### src/hdl/cnsf_pkg.sv
// Shared types, register codes and colour distance functions for the
// colour neighbour similarity filter. No dependencies.
`default_nettype none

package cnsf_pkg;

  localparam int MAX_WIDTH_DEF = 1024;
  localparam int CFG_DATA_W    = 16;
  localparam int CFG_IDX_W     = 2;
  localparam int NBR_N         = 8;
  localparam int ROW_W         = 17;

  // (d + 2) / 3 for d + 2 below 258: multiply by 171, shift by 9
  localparam logic [16:0] RECIP_3  = 17'd171;
  localparam int          RECIP_SH = 9;

  typedef enum logic [CFG_IDX_W-1:0] {
    REG_FRAME_WIDTH  = 2'd0,
    REG_FRAME_HEIGHT = 2'd1,
    REG_NBR_MODE     = 2'd2
  } cfg_reg_e;

  localparam logic [10:0] FRAME_WIDTH_RST  = 11'd1024;
  localparam logic [15:0] FRAME_HEIGHT_RST = 16'd1024;
  localparam logic        NBR_MODE_RST     = 1'b0;

  typedef logic [23:0] rgb_t;

  typedef struct packed {
    logic [23:0] pixel_rgb;
    logic        flush;
  } in_beat_t;

  typedef struct packed {
    logic [7:0] similarity;
    logic       last_of_frame;
  } out_beat_t;

  // neighbors in raster order of the 3x3 window, center left out
  typedef struct packed {
    rgb_t                   center;
    rgb_t [NBR_N-1:0]       nbr;
    logic [NBR_N-1:0]       nbr_ok;
    logic                   last;
  } nbr_set_t;

  function automatic logic [7:0] chan_dist(logic [7:0] a, logic [7:0] b);
    logic [7:0]  d;
    logic [16:0] p;
    d = (a > b) ? (a - b) : (b - a);
    p = (17'(d) + 17'd2) * RECIP_3;
    return p[RECIP_SH +: 8];
  endfunction

  function automatic logic [7:0] colour_dist(rgb_t a, rgb_t b);
    logic [9:0] s;
    s = 10'(chan_dist(a[23:16], b[23:16])) + 10'(chan_dist(a[15:8], b[15:8]))
      + 10'(chan_dist(a[7:0], b[7:0]));
    return (s > 10'd255) ? 8'hFF : s[7:0];
  endfunction

endpackage

`default_nettype wire

### src/hdl/cnsf_back.sv
// Back part: eight colour distances, then maximum and complement into
// the output register. Depends on cnsf_pkg.
`default_nettype none

module cnsf_back (
  input  wire logic                clk_i,
  input  wire logic                rst_ni,
  input  wire logic                in_valid_i,
  input  wire cnsf_pkg::nbr_set_t  in_item_i,
  output      logic                in_pop_o,
  output      logic                out_valid_o,
  output      cnsf_pkg::out_beat_t out_data_o,
  input  wire logic                out_stall_i
);

  logic [7:0] dist_q [cnsf_pkg::NBR_N];
  logic       s1_last_q;
  logic       s1_valid_q;
  logic       s1_ready;
  logic       out_ready;
  logic [7:0] best;
  cnsf_pkg::out_beat_t out_q;
  logic       out_valid_q;

  assign out_ready = !out_valid_q || !out_stall_i;
  assign s1_ready  = !s1_valid_q || out_ready;
  assign in_pop_o  = in_valid_i && s1_ready;

  always_ff @(posedge clk_i) begin
    if (in_pop_o) begin
      for (int k = 0; k < cnsf_pkg::NBR_N; k++) begin
        dist_q[k] <= in_item_i.nbr_ok[k] ?
                     cnsf_pkg::colour_dist(in_item_i.center, in_item_i.nbr[k]) : 8'd0;
      end
      s1_last_q <= in_item_i.last;
    end
  end

  always_comb begin
    best = 8'd0;
    for (int k = 0; k < cnsf_pkg::NBR_N; k++) begin
      if (dist_q[k] > best) best = dist_q[k];
    end
  end

  always_ff @(posedge clk_i) begin
    if (s1_valid_q && out_ready) begin
      out_q.similarity    <= 8'd255 - best;
      out_q.last_of_frame <= s1_last_q;
    end
  end

  always_ff @(posedge clk_i or negedge rst_ni) begin
    if (!rst_ni) begin
      s1_valid_q  <= 1'b0;
      out_valid_q <= 1'b0;
    end else begin
      if (s1_ready)  s1_valid_q  <= in_valid_i;
      if (out_ready) out_valid_q <= s1_valid_q;
    end
  end

  assign out_valid_o = out_valid_q;
  assign out_data_o  = out_q;

  a_stall_holds_pipe: assert property (@(posedge clk_i) disable iff (!rst_ni)
    (s1_valid_q && out_valid_q && out_stall_i) |=> (s1_valid_q && out_valid_q))
    else $error("distance stage dropped a beat under stall");

endmodule

`default_nettype wire

### config.mk
export PLATFORM = sky130hd
export DESIGN_NAME = cnsf_back
export DESIGN_NICKNAME = d
export VERILOG_FILES = /design/src/hdl/cnsf_pkg.sv /design/src/hdl/cnsf_back.sv
export SDC_FILE = /design/constraint.sdc
export NUM_CORES = 2
export LEC_CHECK = 0
export ABC_AREA = 1
export BUFFER_PORTS_ARGS = -buffer_cell sky130_fd_sc_hd__buf_4
export CORE_MARGIN = 10
export CORE_UTILIZATION = 40
export DETAILED_ROUTE_END_ITERATION = 8
export HOLD_SLACK_MARGIN = 0.03
export SYNTH_ARGS = -nofsm -noshare
export SYNTH_HDL_FRONTEND = slang
export SYNTH_SLANG_ARGS = --single-unit
### constraint.sdc
create_clock -name clk_i -period 10.3 [get_ports clk_i]
set_clock_uncertainty 0.2 [all_clocks]
set_input_delay 0 -clock clk_i [delete_from_list [all_inputs] [get_ports clk_i]]
set_output_delay 0 -clock clk_i [all_outputs]
set_load 0.03 [all_outputs]
Word-level counts from Yosys, hierarchy flattened:

Memory sizes are Yosys's and may differ from the RTL's.
Index checks and enable logic that the tools add are counted.

* register bits after elaboration: 12
* memory bits (writable): 64
* bits of input ports: 229
* logic and storage cells: 216
* memories: 1

* $add $sub $neg: 89
* $mul: 24
* order comparisons: 40
* multiplexer cells: 50
* reduce and logical (&&, ||, !) cells: 7

Memories
* dist_q: depth 8, bits a word 8, rd ports 8, clocked after memory_dff 0, write ports 8, RTL line cnsf_back.sv:16 `logic [7:0] dist_q [cnsf_pkg::NBR_N];`

Operator list (number)
* multiplier 9 x 8 -> 17 bit (second input constant): 24
* 2-to-1 mux 8 bit: 48
* subtractor 8 bit: 48
* > comparator 8 bit: 31
* adder 8 x 2 -> 9 bit (second input constant): 24
* adder 9 x 8 -> 10 bit: 8
* > comparator 10 x 8 -> 1 bit (second input constant): 8
* adder 8 x 8 -> 9 bit: 8
* > comparator 8 x 1 -> 1 bit (second input constant): 1
* subtractor 8 bit (first input constant): 1
* logical NOT 1 bit: 3
* logical AND 1 bit: 2
* logical OR 1 bit: 2
* 2-to-1 mux 1 bit: 2

Logic depth before layout (Yosys ltp):

* word-level depth: 17
* mapped depth: 77
* depth with buffers taken out: 76

Worst setup path after synthesis:

No wires, ideal clock.

* path type: register to register
* from: mem dist_q[1][7] (netlist: dist_q[0][15])
* to: reg out_q, in the netlist out_data_o[3], data pin
* arrival time: 8629 ps
* required time: 9847 ps
* slack: 1218 ps
* stages on the path, launching flop included: 60
* buffers on the path: 5
* clock period less this slack: 9082 ps
* path through: edfxtp_1 ha_1 a21o_1 nor2_1 nand2_1 nand2_2 clkbuf_1 nand2_1 o21ai_0 ha_1 a21oi_1 o21a_1 nand2_2 nand2_2 buf_1 nand2_1 o21ai_0 ha_1 (+24 left out) ha_1 nand2_1 o21ai_0 nand2_1 o211ai_1 nand2_1 inv_1 nand2_1 and2_1 ha_1 a21oi_1 o21ai_0 nand2_1 o211ai_1 nand2_1 buf_1 or2_2 nand2_1

RTL lines
* start, declared: RTL line cnsf_back.sv:16
* end, declared: RTL line cnsf_back.sv:22 `cnsf_pkg::out_beat_t out_q;`

==> out/summary.txt <==
Synth-to-layout area growth: 8.32%
Root Driver: clkbuf_16
Post-Syn Area: 52800 sq um
Hold Path Sink: s1_last_q
Net Count, Synth: 8726
First-pass GRT wire length: 211000 um
Initial DRC count: 1803
Nets: 8969
Final ANT Viol Nets: 0
XOR/XNOR Fraction of Synth Area: 7.79%
Top-count cell post-synth: inv_1
CP Capture Type: flip-flop
Worst r2r src: dist_q[0][15]
Port Buffer Count: 239
Setup violators final: 0
WHS Path Cells: 2
Avg WL per Cell: 15.1 um
Status: finished clean
Die Area: 147000 sq um
Final core utilization: 43.6%
Required time of the worst setup path: 10.34 ns
N_diodes: 0
FMAX: 0.106 GHz
Post-synthesis adder-cell area fraction: 54.8%
CP max-delay cell: edfxtp_1
Post-synth top flop: edfxtp_1
Final hold vios: 0
Async SR Flop Fraction: 2.63%
Setup TNS: 0 ns
Die height: 383 um
Largest net degree at the start of global routing: 62
Mux contribution to synthesized area: 0.549%
Slowest stage delay, CP: 0.41 ns
Initial antenna violation count: 1
Crit path launch type: flip-flop
CP max FO: 16
Max_slew headroom: 30.0%
Worst-Skew Late Latency: 0.37 ns
Largest family of logic cells by synthesized area: adder cells
Vias in the first global route: 42.4k
Synth cell types: 56
Total GRT Usage: 17.2%
Post-DP HPWL: 116000 um
Sequential element share of the synthesized area: 4.30%
Min Clock Period, post-route: 9.45 ns
Reg-to-reg endpoint: out_data_o[2]
Post-synthesis register bit count: 76
Worst-path clk slew: 0.07 ns
Worst R2R Path Depth: 59
Synth area leaders: ha_1 (37%), fa_1 (18%), inv_1 (12%)
I/O pin count: 240
Most common library cells after synthesis: inv_1 (1686), ha_1 (1547), nand2_1 (614)
Clock sinks: 76
Yosys top cell area share: 36.6%
Via density: 4.89
Worst hold path class: in -> reg
Max Slew Vio Count: 0
Vias post-DR: 41.5k
Period utilization: 91.7%
Final WL: 128000 um
Arr. time, crit path: 9.49 ns
Post-Synth Simple-Gate Area: 9.78%
DIE WIDTH: 383 um
Core Rows: 133
Layout cells sized above 1: 5.21%
CTS buffer count: 9
Critical setup path kind: reg -> reg
Min-delay src: in_item_i[0]
Synth Area in Compound Gates: 10.5%
Max-cap viol count: 0
H-tree depth: 3
Remaining global-route overflow: 0
Routability congestion estimate: 0.925
TritonCTS clock tree: built
Drt first pass iters: 5
Synthesis Warnings: 0
Area leader, netlist: ha_1
RSZ-0062 raised after global routing: false
# DRC: 0
Worst-Margin Slew: 1.05 ns
Gate Count Post-Synth: 6470
Number of flops mapped to enable cells by yosys: 74
Initial Util: 40.3%
Flop2flop setup slack: 0.85 ns
Cell mode on critical path: nand2_1
Avg Cell Area, Syn: 8.17 sq um
Core outline area: 131000 sq um
CTS Buffer Depth: 2
[layout by cell type (no fill, tap or decap), types with 3 or more instances in the layout]
cell and count:
a211o_1 4, a211oi_1 26, a21o_1 45, a21oi_1 500, a21oi_2 11, a221oi_1 9, a31oi_1 6, and2_1 10
buf_4 245, clkbuf_16 9, clkinv_4 3, dlygate4sd3_1 13, edfxtp_1 74, fa_1 480, ha_1 1547, inv_1 1684
inv_2 8, mux2i_1 29, nand2_1 612, nand2_2 20, nand2_4 6, nand3_1 159, nand3b_1 17, nand4_1 58
nor2_1 176, nor2_2 4, nor3_1 45, nor3b_1 17, nor4_1 7, o211ai_1 12, o21ai_0 210, o21ai_1 39
o21bai_1 49, o221ai_1 44, o22ai_1 9, or2_2 31, xnor2_1 143, xor2_1 327
[registers in the layout (all words and copies together) (netlist names)]
signal,cells
s1_last_q,1
s1_valid_q,1
out_data_o,9
out_valid_o,1
dist_q,64
[through the flow]
stage | setup WS [ns] | instance area, sq um | cells | hold WS [ns]
5_1_grt | 0.0203 | 57200 | 8473 | 0.171
6_report | 0.854 | 57200 | 8473 | 0.162
3_3_place_gp | 0.444 | 56700 | 8442 | -0.416
3_5_place_dp | 0.340 | 56700 | 8442 | -0.415
4_1_cts | 0.225 | 57200 | 8471 | 0.138
2_1_floorplan | 1.22 | 52800 | 6470 | -0.496
[final cells by class]
class	instances	area, sq um
Multi-Input combinational cell	4676	44100
Fill cell	13200	74000
Clock inverter	7	100
Timing Repair Buffer	258	1970
Tap cell	1755	2200
Clock buffer	9	225
Sequential cell	76	2270
Inverter	1692	6350
[worst max path at each step]
stage                   from            end  slack [ns]  cells past startpoint
6_report       dist_q[0][15]  out_data_o[2]        0.85                     59
5_1_grt        dist_q[0][15]  out_data_o[7]        0.02                     61
4_1_cts        dist_q[0][15]  out_data_o[2]        0.23                     57
3_5_place_dp   dist_q[0][15]  out_data_o[2]        0.34                     56
3_3_place_gp   dist_q[0][15]  out_data_o[3]        0.44                     58
2_1_floorplan  dist_q[0][15]  out_data_o[3]        1.22                     59
[kinds of logic after synthesis]
family / count (synthesis)
muxes: 29
AOI/OAI and AO/OA: 979
adders and majority gates: 2027
buffers and inverters: 1719
xor gates and xnor gates: 470
DFF: 76
and+or+nand+nor: 1170
[layer usage]
metal / routed length (um) / global-route usage [%] / vias to the layer above
li1: - / - / 21300
met5: 8 / 0 / -
met3: 3100 / 1.16 / 93
met2: 64800 / 31.8 / 531
met4: 2540 / 3.27 / 2
met1: 57800 / 22.0 / 19500
[critical path, delay by kind of cell (launching register included)]
kind,cells,cell delay (ns)
compound gates,9,1.27
fa+ha+maj,7,2.10
buf+inv,5,0.44
flops,1,0.41
simple gates,38,4.89
[timing repair]
action | 4_1_cts | 5_1_grt
buffers inserted | 0 | 1
resized for setup | 0 | 16
hold endpoints to repair | 72 | 0
hold buffers | 13 | 0
setup endpoints to repair | 0 | 15
Power is left out: the tool's default activity adds up to more than one toggle a clock period on the data nets, which glitch-free logic cannot reach.
