<file path="src/hdl/cnsf_pkg.sv">
// Shared types, register codes and colour distance functions for the
// colour neighbour similarity filter. No dependencies.
`default_nettype none

package cnsf_pkg;

  localparam int MAX_WIDTH_DEF = 1024;
  localparam int CFG_DATA_W    = 16;
  localparam int CFG_IDX_W     = 2;
  localparam int NBR_N         = 8;
  localparam int ROW_W         = 17;

  // (d + 2) / 3 for d + 2 below 258: multiply by 171, shift by 9
  localparam logic [16:0] RECIP_3  = 17'd171;
  localparam int          RECIP_SH = 9;

  typedef enum logic [CFG_IDX_W-1:0] {
    REG_FRAME_WIDTH  = 2'd0,
    REG_FRAME_HEIGHT = 2'd1,
    REG_NBR_MODE     = 2'd2
  } cfg_reg_e;

  localparam logic [10:0] FRAME_WIDTH_RST  = 11'd1024;
  localparam logic [15:0] FRAME_HEIGHT_RST = 16'd1024;
  localparam logic        NBR_MODE_RST     = 1'b0;

  typedef logic [23:0] rgb_t;

  typedef struct packed {
    logic [23:0] pixel_rgb;
    logic        flush;
  } in_beat_t;

  typedef struct packed {
    logic [7:0] similarity;
    logic       last_of_frame;
  } out_beat_t;

  // neighbors in raster order of the 3x3 window, center left out
  typedef struct packed {
    rgb_t                   center;
    rgb_t [NBR_N-1:0]       nbr;
    logic [NBR_N-1:0]       nbr_ok;
    logic                   last;
  } nbr_set_t;

  function automatic logic [7:0] chan_dist(logic [7:0] a, logic [7:0] b);
    logic [7:0]  d;
    logic [16:0] p;
    d = (a > b) ? (a - b) : (b - a);
    p = (17'(d) + 17'd2) * RECIP_3;
    return p[RECIP_SH +: 8];
  endfunction

  function automatic logic [7:0] colour_dist(rgb_t a, rgb_t b);
    logic [9:0] s;
    s = 10'(chan_dist(a[23:16], b[23:16])) + 10'(chan_dist(a[15:8], b[15:8]))
      + 10'(chan_dist(a[7:0], b[7:0]));
    return (s > 10'd255) ? 8'hFF : s[7:0];
  endfunction

endpackage

`default_nettype wire

</file>
<file path="src/hdl/cnsf_queue.sv">
// Two-entry queue of neighbor sets between front and back parts.
// Depends on cnsf_pkg.
`default_nettype none

module cnsf_queue (
  input  wire logic               clk_i,
  input  wire logic               rst_ni,
  input  wire logic               push_i,
  input  wire cnsf_pkg::nbr_set_t data_i,
  output      logic               ready_o,
  output      logic               valid_o,
  output      cnsf_pkg::nbr_set_t data_o,
  input  wire logic               pop_i
);

  cnsf_pkg::nbr_set_t mem_q [2];
  logic               wr_q, rd_q;
  logic [1:0]         count_q;

  assign ready_o = count_q != 2'd2;
  assign valid_o = count_q != 2'd0;
  assign data_o  = mem_q[rd_q];

  always_ff @(posedge clk_i) begin
    if (push_i) mem_q[wr_q] <= data_i;
  end

  always_ff @(posedge clk_i or negedge rst_ni) begin
    if (!rst_ni) begin
      wr_q    <= 1'b0;
      rd_q    <= 1'b0;
      count_q <= 2'd0;
    end else begin
      if (push_i) wr_q <= !wr_q;
      if (pop_i)  rd_q <= !rd_q;
      if (push_i && !pop_i) begin
        count_q <= count_q + 2'd1;
      end else if (pop_i && !push_i) begin
        count_q <= count_q - 2'd1;
      end
    end
  end

  a_count_range: assert property (@(posedge clk_i) disable iff (!rst_ni)
    count_q != 2'd3)
    else $error("queue count out of range");

  a_no_overflow: assert property (@(posedge clk_i) disable iff (!rst_ni)
    (push_i && !pop_i) |-> (count_q != 2'd2))
    else $error("push into full queue");

endmodule

`default_nettype wire

</file>
<file path="config.mk">
export PLATFORM = sky130hd
export DESIGN_NAME = cnsf_queue
export DESIGN_NICKNAME = d
export VERILOG_FILES = /design/src/hdl/cnsf_pkg.sv /design/src/hdl/cnsf_queue.sv
export SDC_FILE = /design/constraint.sdc
export NUM_CORES = 1
export LEC_CHECK = 0
export CAP_MARGIN = 20
export CORE_ASPECT_RATIO = 0.9
export CORE_MARGIN = 2
export CORE_UTILIZATION = 45
export DETAILED_ROUTE_END_ITERATION = 6
export DONT_BUFFER_PORTS = 1
export HOLD_SLACK_MARGIN = 0.12
export SYNTH_ARGS = -nofsm -noshare
export SYNTH_HDL_FRONTEND = slang
export SYNTH_SLANG_ARGS = --single-unit
</file>
<file path="constraint.sdc">
create_clock -name clk_i -period 16.05 [get_ports clk_i]
set_input_delay 4.815 -clock clk_i [delete_from_list [all_inputs] [get_ports clk_i]]
set_output_delay 4.815 -clock clk_i [all_outputs]
set_load 0.01 [all_outputs]
</file>
# Word level (Yosys, flattened, before mapping)
# Memory sizes are Yosys's and may differ from the RTL's.
# Cells that the tools add are included.
dict set report totals {
  ff_bits 4
  mem_bits_rw 450
  input_bits 229
  word_cells 19
  mem_count 1
}
# memory words width rd rd_ports_with_merged_regs wr line_no
set mem_list {}
lappend mem_list {mem_q 2 225 1 0 1 cnsf_queue.sv:16} ;# cnsf_pkg::nbr_set_t mem_q [2];
dict set report classes {
  addsub 2
  n_eq_ne 1
  mux 4
  reduce_logical 8
}
# operator count
set op_table {}
lappend op_table {{$logic_not 1->1} 4}
lappend op_table {{$mux 2} 2}
lappend op_table {{$reduce_bool 2->1} 2}
lappend op_table {{$add 2x1->2 const B} 1}
lappend op_table {{$logic_and 1x1->1} 2}
lappend op_table {{$mux 1} 2}
lappend op_table {{$ne 2x2->1 const B} 1}
lappend op_table {{$sub 2x1->2 const B} 1}

# Longest topological paths before layout
# Gate-level depths: netlist (run 1).
dict set report logic_depth {
  word_depth 4
  depth_mapped 5
  ltp_nobuf 5
}

# Worst setup path after synthesis (run 1)
# OpenSTA, ideal clock, no wires.
dict set report synth_path {
  path_kind {input to register}
  from {input push_i}
  to {memory mem_q[0][0] in the netlist's numbering (enable)}
  arrival_time_ns 14.506
  required_time_ns 15.209
  setup_slack_ns 0.702
  stages 1
  cell_sequence {nor2b_1}
}
dict set report synth_via {
  elab_chain_len 2
}
# element line_no
set synth_rtl {}
lappend synth_rtl {{from (decl)} cnsf_queue.sv:8} ;# input wire logic push_i,
lappend synth_rtl {{$mux 1} cnsf_queue.sv:25} ;# if (push_i) mem_q[wr_q] <= data_i;
lappend synth_rtl {{$mux 1 (implied by the code)} cnsf_queue.sv:25}
lappend synth_rtl {{to (decl)} cnsf_queue.sv:16}
# Every way passes these cells.

==> impl_metrics.csv, run 1 <==
group,metric,value,unit
synthesis,ys_types,15,
floorplan,ios,456,
setup_path,crit_path_end,"data_o[34]",
synthesis,synth_xor_area_frac,0.002577,
setup_path,r2r-start,"wr_q$_DFFE_PN0P_",
global_route,grt_usage,0.1581,
route,dr.pass1.iters,6,
cells_and_area,finalCoreUtilization,0.5124,
route,wl_met2,15870,microns
power,power.density,189.2,nW/um^2
clock_tree,clkTransAtPathRegs,0.05,ns
sta,fmax,117.1,MHz
synthesis,syn_inst,716,
synthesis,yosysSeqAreaShare,0.8011,
min_path,hp-class,"register to register",
clock_tree,numCtsBuffers,46,
route,drcViolationCount,0,
synthesis,synth-edff-count,450,
power,total_power,3608,uW
sta,timing_hold_violations_final,0,
synthesis,synth_most_common_cell,"edfxtp_1",
placement,dp_slack,8.038,ns
floorplan,die_w,208.8,microns
synthesis,ys.warnings.count,0,
floorplan,rows,67,
cells_and_area,fillers,2878,
setup_path,r2r_slack,13.56,ns
setup_path,crit_type,"register to primary output",
placement,port-buffer-count,0,
synthesis,synth_top_cell_by_area,"edfxtp_1",
sta,fin_worst_skew,0.01414,ns
run,drv_cap,0,
setup_path,critPathLaunchType,"register",
setup_path,end_kind,"primary output",
synthesis,synthMuxAreaShare,0.1800,
power,max-vdd-ir-drop,119.5,uV
synthesis,ys.flop_type,"edfxtp_1",
sta,setup_violations,0,
clock_tree,cts_tree,"built",
sta,setup_slack,7.511,ns
route,drtIter0Drc,314,
setup_path,rr_worst_depth,3,
sta,slew_viol_final,0,
setup_path,r2r-end,"mem_q[1][88]$_DFFE_PP_",
placement,dpl.hpwl,22350,microns
synthesis,synth_top_family_by_area,"multiplexers",
global_route,grt_pass1_wl,46130,microns
cells_and_area,multi_input_area,3154,sq um
synthesis,yosys.area.top_type_share,0.7952,
route,wl_per_cell,25.50,microns
clock_tree,cts.sinks,454,
synthesis,synthTopCellsByCount,"edfxtp_1 (450), mux2_4 (140), mux2_2 (85)",
outcome,status,"completed",
cells_and_area,nets,981,
cells_and_area,drive_gt1_frac,0.3909,
setup_path,worstPathRequired,11.23,ns
cells_and_area,regArea,13620,sq um
floorplan,start_util,0.4565,
clock_tree,clk_latency,0.54,ns
sta,relSlewSlack,0.3191,
setup_path,arrival,3.72,ns
global_route,gr-total-overflow,0,
clock_tree,holdBufCountCts,0,
synthesis,syn_avg_cell_area,23.73,sq um
setup_path,critPathLaunch,"rd_q$_DFFE_PN0P_",
synthesis,synth-async-reset-ratio,0.008811,
sta,fin_crit,8.539,ns
synthesis,synth-simple-area-share,0.001694,
floorplan,core,37220,sq um
synthesis,synth_compound_area_frac,0,
power,power_leakage,0.006635,uW
sta,fin_hold_ws,0.5003,ns
clock_tree,post-cts-setup-buffers,0,
route,wl_met3,4258,microns
global_route,grt_pass1_vias,7065,
route,drt-total-wl,32460,microns
clock_tree,root_buffer,"clkbuf_16",
synthesis,ys_seq_elements,454,
cells_and_area,area_delta_synth_final,12.24,%
placement,gp_congestion,0.8549,
sta,setup_tns,0,ns
route,wl_met1,11550,microns
sta,worst_pin_slew,1.021,ns
route,topRoutingLayerUsed,"met4",
synthesis,synth_fa_ha_area_frac,0.0007363,
sta,rsz0062_at_grt,"no",
synthesis,yosys-top-cells-area,"edfxtp_1 (80%), mux2_4 (12%), mux2_2 (5.6%)",
clock_tree,cts_resized,0,
route,ant_nets,0,
floorplan,die_h,188.4,microns
sta,final.period_utilization,0.5320,
clock_tree,clock_path_buffers,3,
global_route,grt_max_degree,84,
route,via_count,6685,
setup_path,crit_path_max_fanout,64,
global_route,antenna_found_initial,2,
clock_tree,htreeDepth,2,
synthesis,synth_nets,946,
synthesis,synth.cell_area,16990,sq um
floorplan,dieArea,39330,sq um
route,avgViaCountPerCell,5.251,
report_power, final:
part           switching (uW)  internal, uW
Combinational             492           396
Sequential               89.4          1570
Clock                     418           640
Total                     999          2610
placed cells by master (no fill, tap or decap), types with 6 or more instances in the layout:
cell and n:
clkinv_1 7, clkbuf_1 11, clkbuf_16 49, buf_4 8
mux2_4 140, clkinv_2 6, mux2_2 85, edfxtp_1 450
how the worst min path moves through the flow:
stage	cells past startpoint	end	start	slack, ns
after floorplan	1	wr_q$_DFFE_PN0P_	wr_q$_DFFE_PN0P_	0.46
after global placement	1	count_q[1]$_DFFE_PN0P_	count_q[1]$_DFFE_PN0P_	0.48
after detailed placement	1	count_q[1]$_DFFE_PN0P_	count_q[1]$_DFFE_PN0P_	0.50
after CTS	1	count_q[1]$_DFFE_PN0P_	count_q[1]$_DFFE_PN0P_	0.50
after global routing	1	count_q[1]$_DFFE_PN0P_	count_q[1]$_DFFE_PN0P_	0.52
final	1	count_q[1]$_DFFE_PN0P_	count_q[1]$_DFFE_PN0P_	0.50
worst max-delay path, stage by stage (launching register included):
cell and delay, ns:
dfrtp_4 1.03, buf_4 0.88, buf_4 0.78, mux2_2 0.45
metrics by stage:
stage	area [sq um]	cells
CTS	18970	1267
global placement	17440	1182
floorplan	16990	716
detailed placement	17440	1182
global route	19070	1271
finish	19070	1273
final cells by class:
class	count	area share
flip-flops and latches	454	0.7140
multi-input cells	236	0.1654
clock buffers	64	0.06934
well taps	483	0.03169
clock inverters	21	0.01102
repair buffers	12	0.008135
diodes	2	0.0002624
inverters	1	0.0001968
cell families (layout without fill, tap and decap cells):
group | after synthesis | in the layout
DFF | 454 | 454
muxes | 225 | 225
buffers and inverters | 26 | 98
xor gates and xnor gates | 5 | 5
and+or+nand+nor | 5 | 5
adders and majority gates | 1 | 1
other | 0 | 2
registers in the layout (all words and copies together), names as in the netlist:
| name | cells |
|---|---|
| count_q | 2 |
| mem_q | 450 |
| rd_q | 1 |
| wr_q | 1 |
layer usage:
metal,up-vias,global-route usage
met5,-,0
met4,0,0.05082
met3,56,0.08983
met2,346,0.2636
met1,3347,0.1703
li1,2936,-
(Power assumes the default switching activity.)
==> run 2, diff against run 1 <==
==> constraint.sdc (replaced) <==
create_clock -name clk_i -period 8.4 [get_ports clk_i]
set_input_delay 2.52 -clock clk_i [delete_from_list [all_inputs] [get_ports clk_i]]
set_output_delay 2.52 -clock clk_i [all_outputs]
set_load 0.01 [all_outputs]
==> impl_metrics.csv, run 2 (synthesized netlist as in run 1, its figures left out) <==
group,metric,value,unit
outcome,status,"completed",
placement,port-buffer-count,0,
power,p_comb_frac,0.245,
power,seq_power_share,0.448,
power,p_sw,1932,uW
sta,fin_hold_ws,0.5063,ns
route,drt-total-wl,33220,microns
setup_path,arrival,2.62,ns
sta,final.period_utilization,0.6114,
sta,setup_tns,0,ns
clock_tree,clock_path_buffers,3,
power,max-vdd-ir-drop,297.3,uV
cells_and_area,final_cell_mix,"edfxtp_1 (450), mux2_4 (140), mux2_2 (85)",
power,switching_share,0.2752,
run,drv_cap,0,
clock_tree,clkTransAtPathRegs,0.06,ns
floorplan,rows,67,
setup_path,end_kind,"primary output",
setup_path,r2r_slack,6.31,ns
clock_tree,post-cts-setup-buffers,0,
floorplan,core,37220,sq um
cells_and_area,drive_gt1_frac,0.3905,
setup_path,crit_type,"register to primary output",
global_route,grt_pass1_wl,46570,microns
route,dr.pass1.iters,4,
sta,fin_crit,5.136,ns
clock_tree,numCtsBuffers,46,
setup_path,crit_path_max_fanout,74,
sta,relSlewSlack,0.2759,
min_path,hp-class,"register to register",
global_route,grt_usage,0.1640,
floorplan,die_w,208.8,microns
setup_path,r2r-start,"wr_q$_DFFE_PN0P_",
route,via_count,6651,
sta,rsz0062_at_grt,"no",
route,avgViaCountPerCell,5.262,
route,wl_per_cell,26.28,microns
clock_tree,holdBufCountCts,0,
route,drcViolationCount,0,
global_route,gr-total-overflow,0,
sta,worst_pin_slew,1.086,ns
placement,dpl.hpwl,22560,microns
min_path,whs_endpoint,"count_q[1]$_DFFE_PN0P_",
cells_and_area,diodes,0,
global_route,grt_pass1_vias,6987,
min_path,min_delay_path_depth,1,
power,clockPowerShare,0.306,
power,p_int,5088,uW
sta,slew_viol_final,0,
clock_tree,root_buffer,"clkbuf_16",
power,power_leakage,0.006629,uW
floorplan,die_h,188.4,microns
sta,timing_hold_violations_final,0,
global_route,grt_max_degree,159,
route,ant_nets,0,
sta,fin_worst_skew,0.01324,ns
clock_tree,cts_resized,0,
cells_and_area,layout_commonest_cell,"edfxtp_1",
setup_path,worstPathRequired,5.88,ns
setup_path,rr_worst_depth,2,
clock_tree,cts.sinks,454,
global_route,antenna_found_initial,2,
power,power.density,367.9,nW/um^2
cells_and_area,area_delta_synth_final,12.30,%
setup_path,critPathLaunchType,"register",
cells_and_area,largest-register,"mem_q",
sta,setup_violations,0,
setup_path,r2r-end,"mem_q[1][2]$_DFFE_PP_",
clock_tree,clk_latency,0.56,ns
clock_tree,cts_tree,"built",
clock_tree,htreeDepth,2,
cells_and_area,largest_register_ffs,450,
sta,fmax,194.7,MHz
cells_and_area,largest_registers,"mem_q (450), count_q (2)",
floorplan,start_util,0.4565,
route,drtIter0Drc,354,
floorplan,dieArea,39330,sq um
cells_and_area,nets,975,
placement,gp_congestion,0.8144,
min_path,hold_start,"count_q[1]$_DFFE_PN0P_",
floorplan,ios,456,
[run 2: worst max-delay path by stage]
| stage | startpoint | slack, ns | to | cells after the start |
|---|---|---|---|---|
| 3_5_place_dp | rd_q$_DFFE_PN0P_ | 3.85 | data_o[222] | 2 |
| 3_3_place_gp | rd_q$_DFFE_PN0P_ | 3.94 | data_o[224] | 2 |
| 2_1_floorplan | push_i | 0.20 | mem_q[1][0]$_DFFE_PP_ | 1 |
| 5_1_grt | rd_q$_DFFE_PN0P_ | 3.15 | data_o[222] | 2 |
| 6_report | rd_q$_DFFE_PN0P_ | 3.26 | data_o[222] | 2 |
| 4_1_cts | rd_q$_DFFE_PN0P_ | 3.23 | data_o[222] | 2 |
[run 2: critical path, stage by stage, from the launching register on]
cell     delay, ns
dfrtp_4       0.65
buf_4         0.83
mux2_2        0.46
[run 2: per-layer routing]
| layer | share of wire | wire length, microns | GRT usage | vias to the layer above |
|---|---|---|---|---|
| li1 | - | - | - | 2917 |
| met1 | 0.35 | 11620 | 0.1788 | 3281 |
| met2 | 0.48 | 15960 | 0.2642 | 378 |
| met3 | 0.14 | 4644 | 0.09333 | 71 |
| met4 | 0.029 | 970 | 0.06676 | 4 |
| met5 | 0.0010 | 34 | 0 | - |
[run 2: final cells by class]
class                      count  area [sq um]
fill                        2858         18140
sequential                   454         13620
multi-input combinational    236          3154
clock buffer                  50          1187
tap                          483         604.3
clock inverter                34         432.9
timing repair buffer           6         82.58
inverter                       1         3.754
[run 2: stage by stage]
stage	total power, uW	area [sq um]	util	setup slack (ns)	instances
2_1_floorplan	4712	17000	-	0.2042	716
3_3_place_gp	4902	17460	0.4691	3.940	1180
3_5_place_dp	4948	17460	0.4691	3.847	1180
4_1_cts	7116	19080	0.5127	3.227	1264
5_1_grt	7293	19080	0.5127	3.147	1264
6_report	7020	19080	0.5127	3.264	1264
[run 2: power by group through the flow]
| stage | Sequential (uW) | Combinational (uW) | Clock (uW) |
|---|---|---|---|
| finish | 3150 | 1720 | 2150 |
| global route | 3180 | 1820 | 2290 |
| CTS | 3150 | 1760 | 2210 |
| detailed placement | 3190 | 1760 | 0 |
| global placement | 3180 | 1730 | 0 |
| floorplan | 3200 | 1510 | 0 |
==> run 3, diff against run 2 <==
--- a/config.mk
+++ b/config.mk
@@ -5,6 +5,7 @@
 export SDC_FILE = /design/constraint.sdc
 export NUM_CORES = 1
 export LEC_CHECK = 0
+export ABC_AREA = 1
 export CAP_MARGIN = 20
 export CORE_ASPECT_RATIO = 0.9
 export CORE_MARGIN = 2
==> constraint.sdc (replaced) <==
create_clock -name clk_i -period 4.2 [get_ports clk_i]
set_input_delay 1.26 -clock clk_i [delete_from_list [all_inputs] [get_ports clk_i]]
set_output_delay 1.26 -clock clk_i [all_outputs]
set_load 0.01 [all_outputs]
==> impl_metrics.csv, run 3 <==
group,metric,value,unit
outcome,status,"completed",
cells_and_area,fin_cells,1284,
floorplan,die_h,188.4,microns
synthesis,synthTopCellsByCount,"edfxtp_1 (450), mux2_4 (140), mux2_2 (85)",
sta,rsz0062_at_grt,"no",
route,avgViaCountPerCell,5.273,
floorplan,start_util,0.4570,
cells_and_area,largest_register_ffs,450,
synthesis,synth-async-reset-ratio,0.008811,
synthesis,synth_top_cell_by_area,"edfxtp_1",
synthesis,ys.warnings.count,0,
clock_tree,cts_resized,0,
global_route,gr-total-overflow,0,
power,max-vdd-ir-drop,441.3,uV
global_route,antenna_found_initial,1,
sta,worst_pin_slew,0.8680,ns
route,dr.pass1.iters,4,
cells_and_area,fillers,2867,
floorplan,rows,67,
clock_tree,numCtsBuffers,45,
route,via_count,6771,
sta,slew_viol_final,0,
clock_tree,holdBufCountCts,0,
synthesis,ys_seq_elements,454,
synthesis,synth.cell_area,17010,sq um
synthesis,yosys.area.top_type_share,0.7944,
synthesis,yosys-top-cells-area,"edfxtp_1 (79%), mux2_4 (12%), mux2_2 (5.6%)",
setup_path,critPathLaunch,"rd_q$_DFFE_PN0P_",
synthesis,ys.flop_type,"edfxtp_1",
global_route,grt_max_degree,84,
clock_tree,clkTransAtPathRegs,0.06,ns
clock_tree,clock_path_buffers,3,
clock_tree,cts_tree,"built",
sta,fin_crit,3.515,ns
floorplan,dieArea,39370,sq um
power,power.density,717.7,nW/um^2
synthesis,synth-edff-count,450,
synthesis,ys_types,14,
cells_and_area,area_delta_synth_final,12.64,%
setup_path,critPathLaunchType,"register",
clock_tree,post-cts-setup-buffers,0,
route,drtIter0Drc,286,
clock_tree,cts.sinks,454,
placement,gp_congestion,0.8009,
synthesis,synth_most_common_cell,"edfxtp_1",
setup_path,crit_path_max_fanout,83,
cells_and_area,multi_input_area,3163,sq um
setup_path,arrival,2.25,ns
cells_and_area,layout_commonest_cell,"edfxtp_1",
cells_and_area,drive_gt1_frac,0.3892,
clock_tree,root_buffer,"clkbuf_16",
setup_path,crit_type,"register to primary output",
route,drcViolationCount,0,
cells_and_area,final_cell_mix,"edfxtp_1 (450), mux2_4 (140), mux2_2 (85)",
setup_path,worstPathRequired,2.94,ns
synthesis,synth_nets,955,
synthesis,yosysSeqAreaShare,0.8003,
setup_path,r2r-start,"wr_q$_DFFE_PN0P_",
sta,fmax,284.5,MHz
run,drv_cap,0,
sta,relSlewSlack,0.4201,
placement,placed_cells,1203,
global_route,grt_usage,0.1639,
global_route,grt_pass1_vias,7242,
power,power_leakage,0.006663,uW
route,drt-total-wl,33210,microns
setup_path,end_kind,"primary output",
cells_and_area,regArea,13620,sq um
global_route,grt_pass1_wl,47380,microns
placement,dpl.hpwl,24160,microns
route,wl_per_cell,25.86,microns
synthesis,syn_avg_cell_area,23.46,sq um
sta,fin_hold_ws,0.4096,ns
placement,port-buffer-count,0,
power,total_power,13750,uW
sta,final.period_utilization,0.8369,
floorplan,core,37220,sq um
cells_and_area,nets,997,
sta,setup_violations,0,
cells_and_area,largest-register,"mem_q",
route,ant_nets,0,
sta,timing_hold_violations_final,0,
cells_and_area,largest_registers,"mem_q (450), count_q (2)",
clock_tree,htreeDepth,2,
min_path,hp-class,"primary input to async pin",
synthesis,syn_inst,725,
floorplan,die_w,208.9,microns
floorplan,ios,456,
clock_tree,clk_latency,0.54,ns
sta,fin_worst_skew,0.01504,ns
-- run 3: changes by cell type after synthesis, sizes merged --
| cell | previous run | this run |
|---|---|---|
| inv | 1 | 7 |
| xor2 | 4 | 2 |
| nand3 | 0 | 1 |
| nand2b | 1 | 0 |
| nand4 | 0 | 1 |
| and2 | 1 | 0 |
| nor2b | 1 | 0 |
| or2 | 1 | 0 |
| nand2 | 0 | 7 |
-- run 3: layer usage --
layer | part of all wire | wire length (microns) | vias up | global-route usage
li1 | - | - | 2973 | -
met1 | 0.34 | 11260 | 3392 | 0.1690
met2 | 0.49 | 16320 | 348 | 0.2736
met3 | 0.14 | 4793 | 58 | 0.1027
met4 | 0.025 | 834 | 0 | 0.05385
met5 | 0 | 0 | - | 0
-- run 3: cells by family (layout without fill, tap and decap cells) --
family,after synthesis,after routing,share of synthesized area
xor+xnor,3,3,0.001545
fa+ha+maj,1,1,0.0007354
buf+inv,32,106,0.01515
flops,454,454,0.8003
mux,225,225,0.1798
other cells,0,2,0
simple gates,10,10,0.002427
-- run 3: worst max-delay path, cell delays in order (launching register included) --
cell	delay (ns)
dfrtp_4	0.69
buf_12	0.44
mux2_2	0.45
-- run 3: where the power goes --
group | internal, uW | switching, uW | total [uW]
clock network | 2350 | 1550 | 3890
logic | 1570 | 2000 | 3570
registers | 6010 | 282 | 6290
-- run 3: final cells by class --
cell class                 instances  area share
clock inverter                    20     0.01208
multi-input combinational        239      0.1651
inverter                           7    0.002220
clock buffer                      59     0.06374
sequential                       454      0.7107
tap                              483     0.03154
timing repair buffer              20     0.01437
antenna                            2   0.0002612
-- run 3: metrics by stage --
step | util | setup WS (ns) | cell area [sq um] | TNS (ns)
detailed placement | 0.4756 | 1.236 | 17700 | 0
finish | 0.5148 | 0.6851 | 19160 | 0
global route | 0.5146 | 0.5755 | 19150 | 0
CTS | 0.5146 | 0.6444 | 19150 | 0
global placement | 0.4756 | 1.284 | 17700 | 0
floorplan | - | -0.8515 | 17050 | -374.97
-- run 3: worst paths after layout --
path | to | cells after the start | slack [ns]
setup / recovery | data_o[222] | 2 | 0.69
hold / removal | wr_q$_DFFE_PN0P_ | 0 | 0.41
setup reg to reg | mem_q[1][10]$_DFFE_PP_ | 3 | 2.15
hold reg to reg | count_q[0]$_DFFE_PN0P_ | 1 | 0.52
max in group asynchronous | rd_q$_DFFE_PN0P_ | 0 | 3.71
min in group clk_i | count_q[0]$_DFFE_PN0P_ | 1 | 0.52
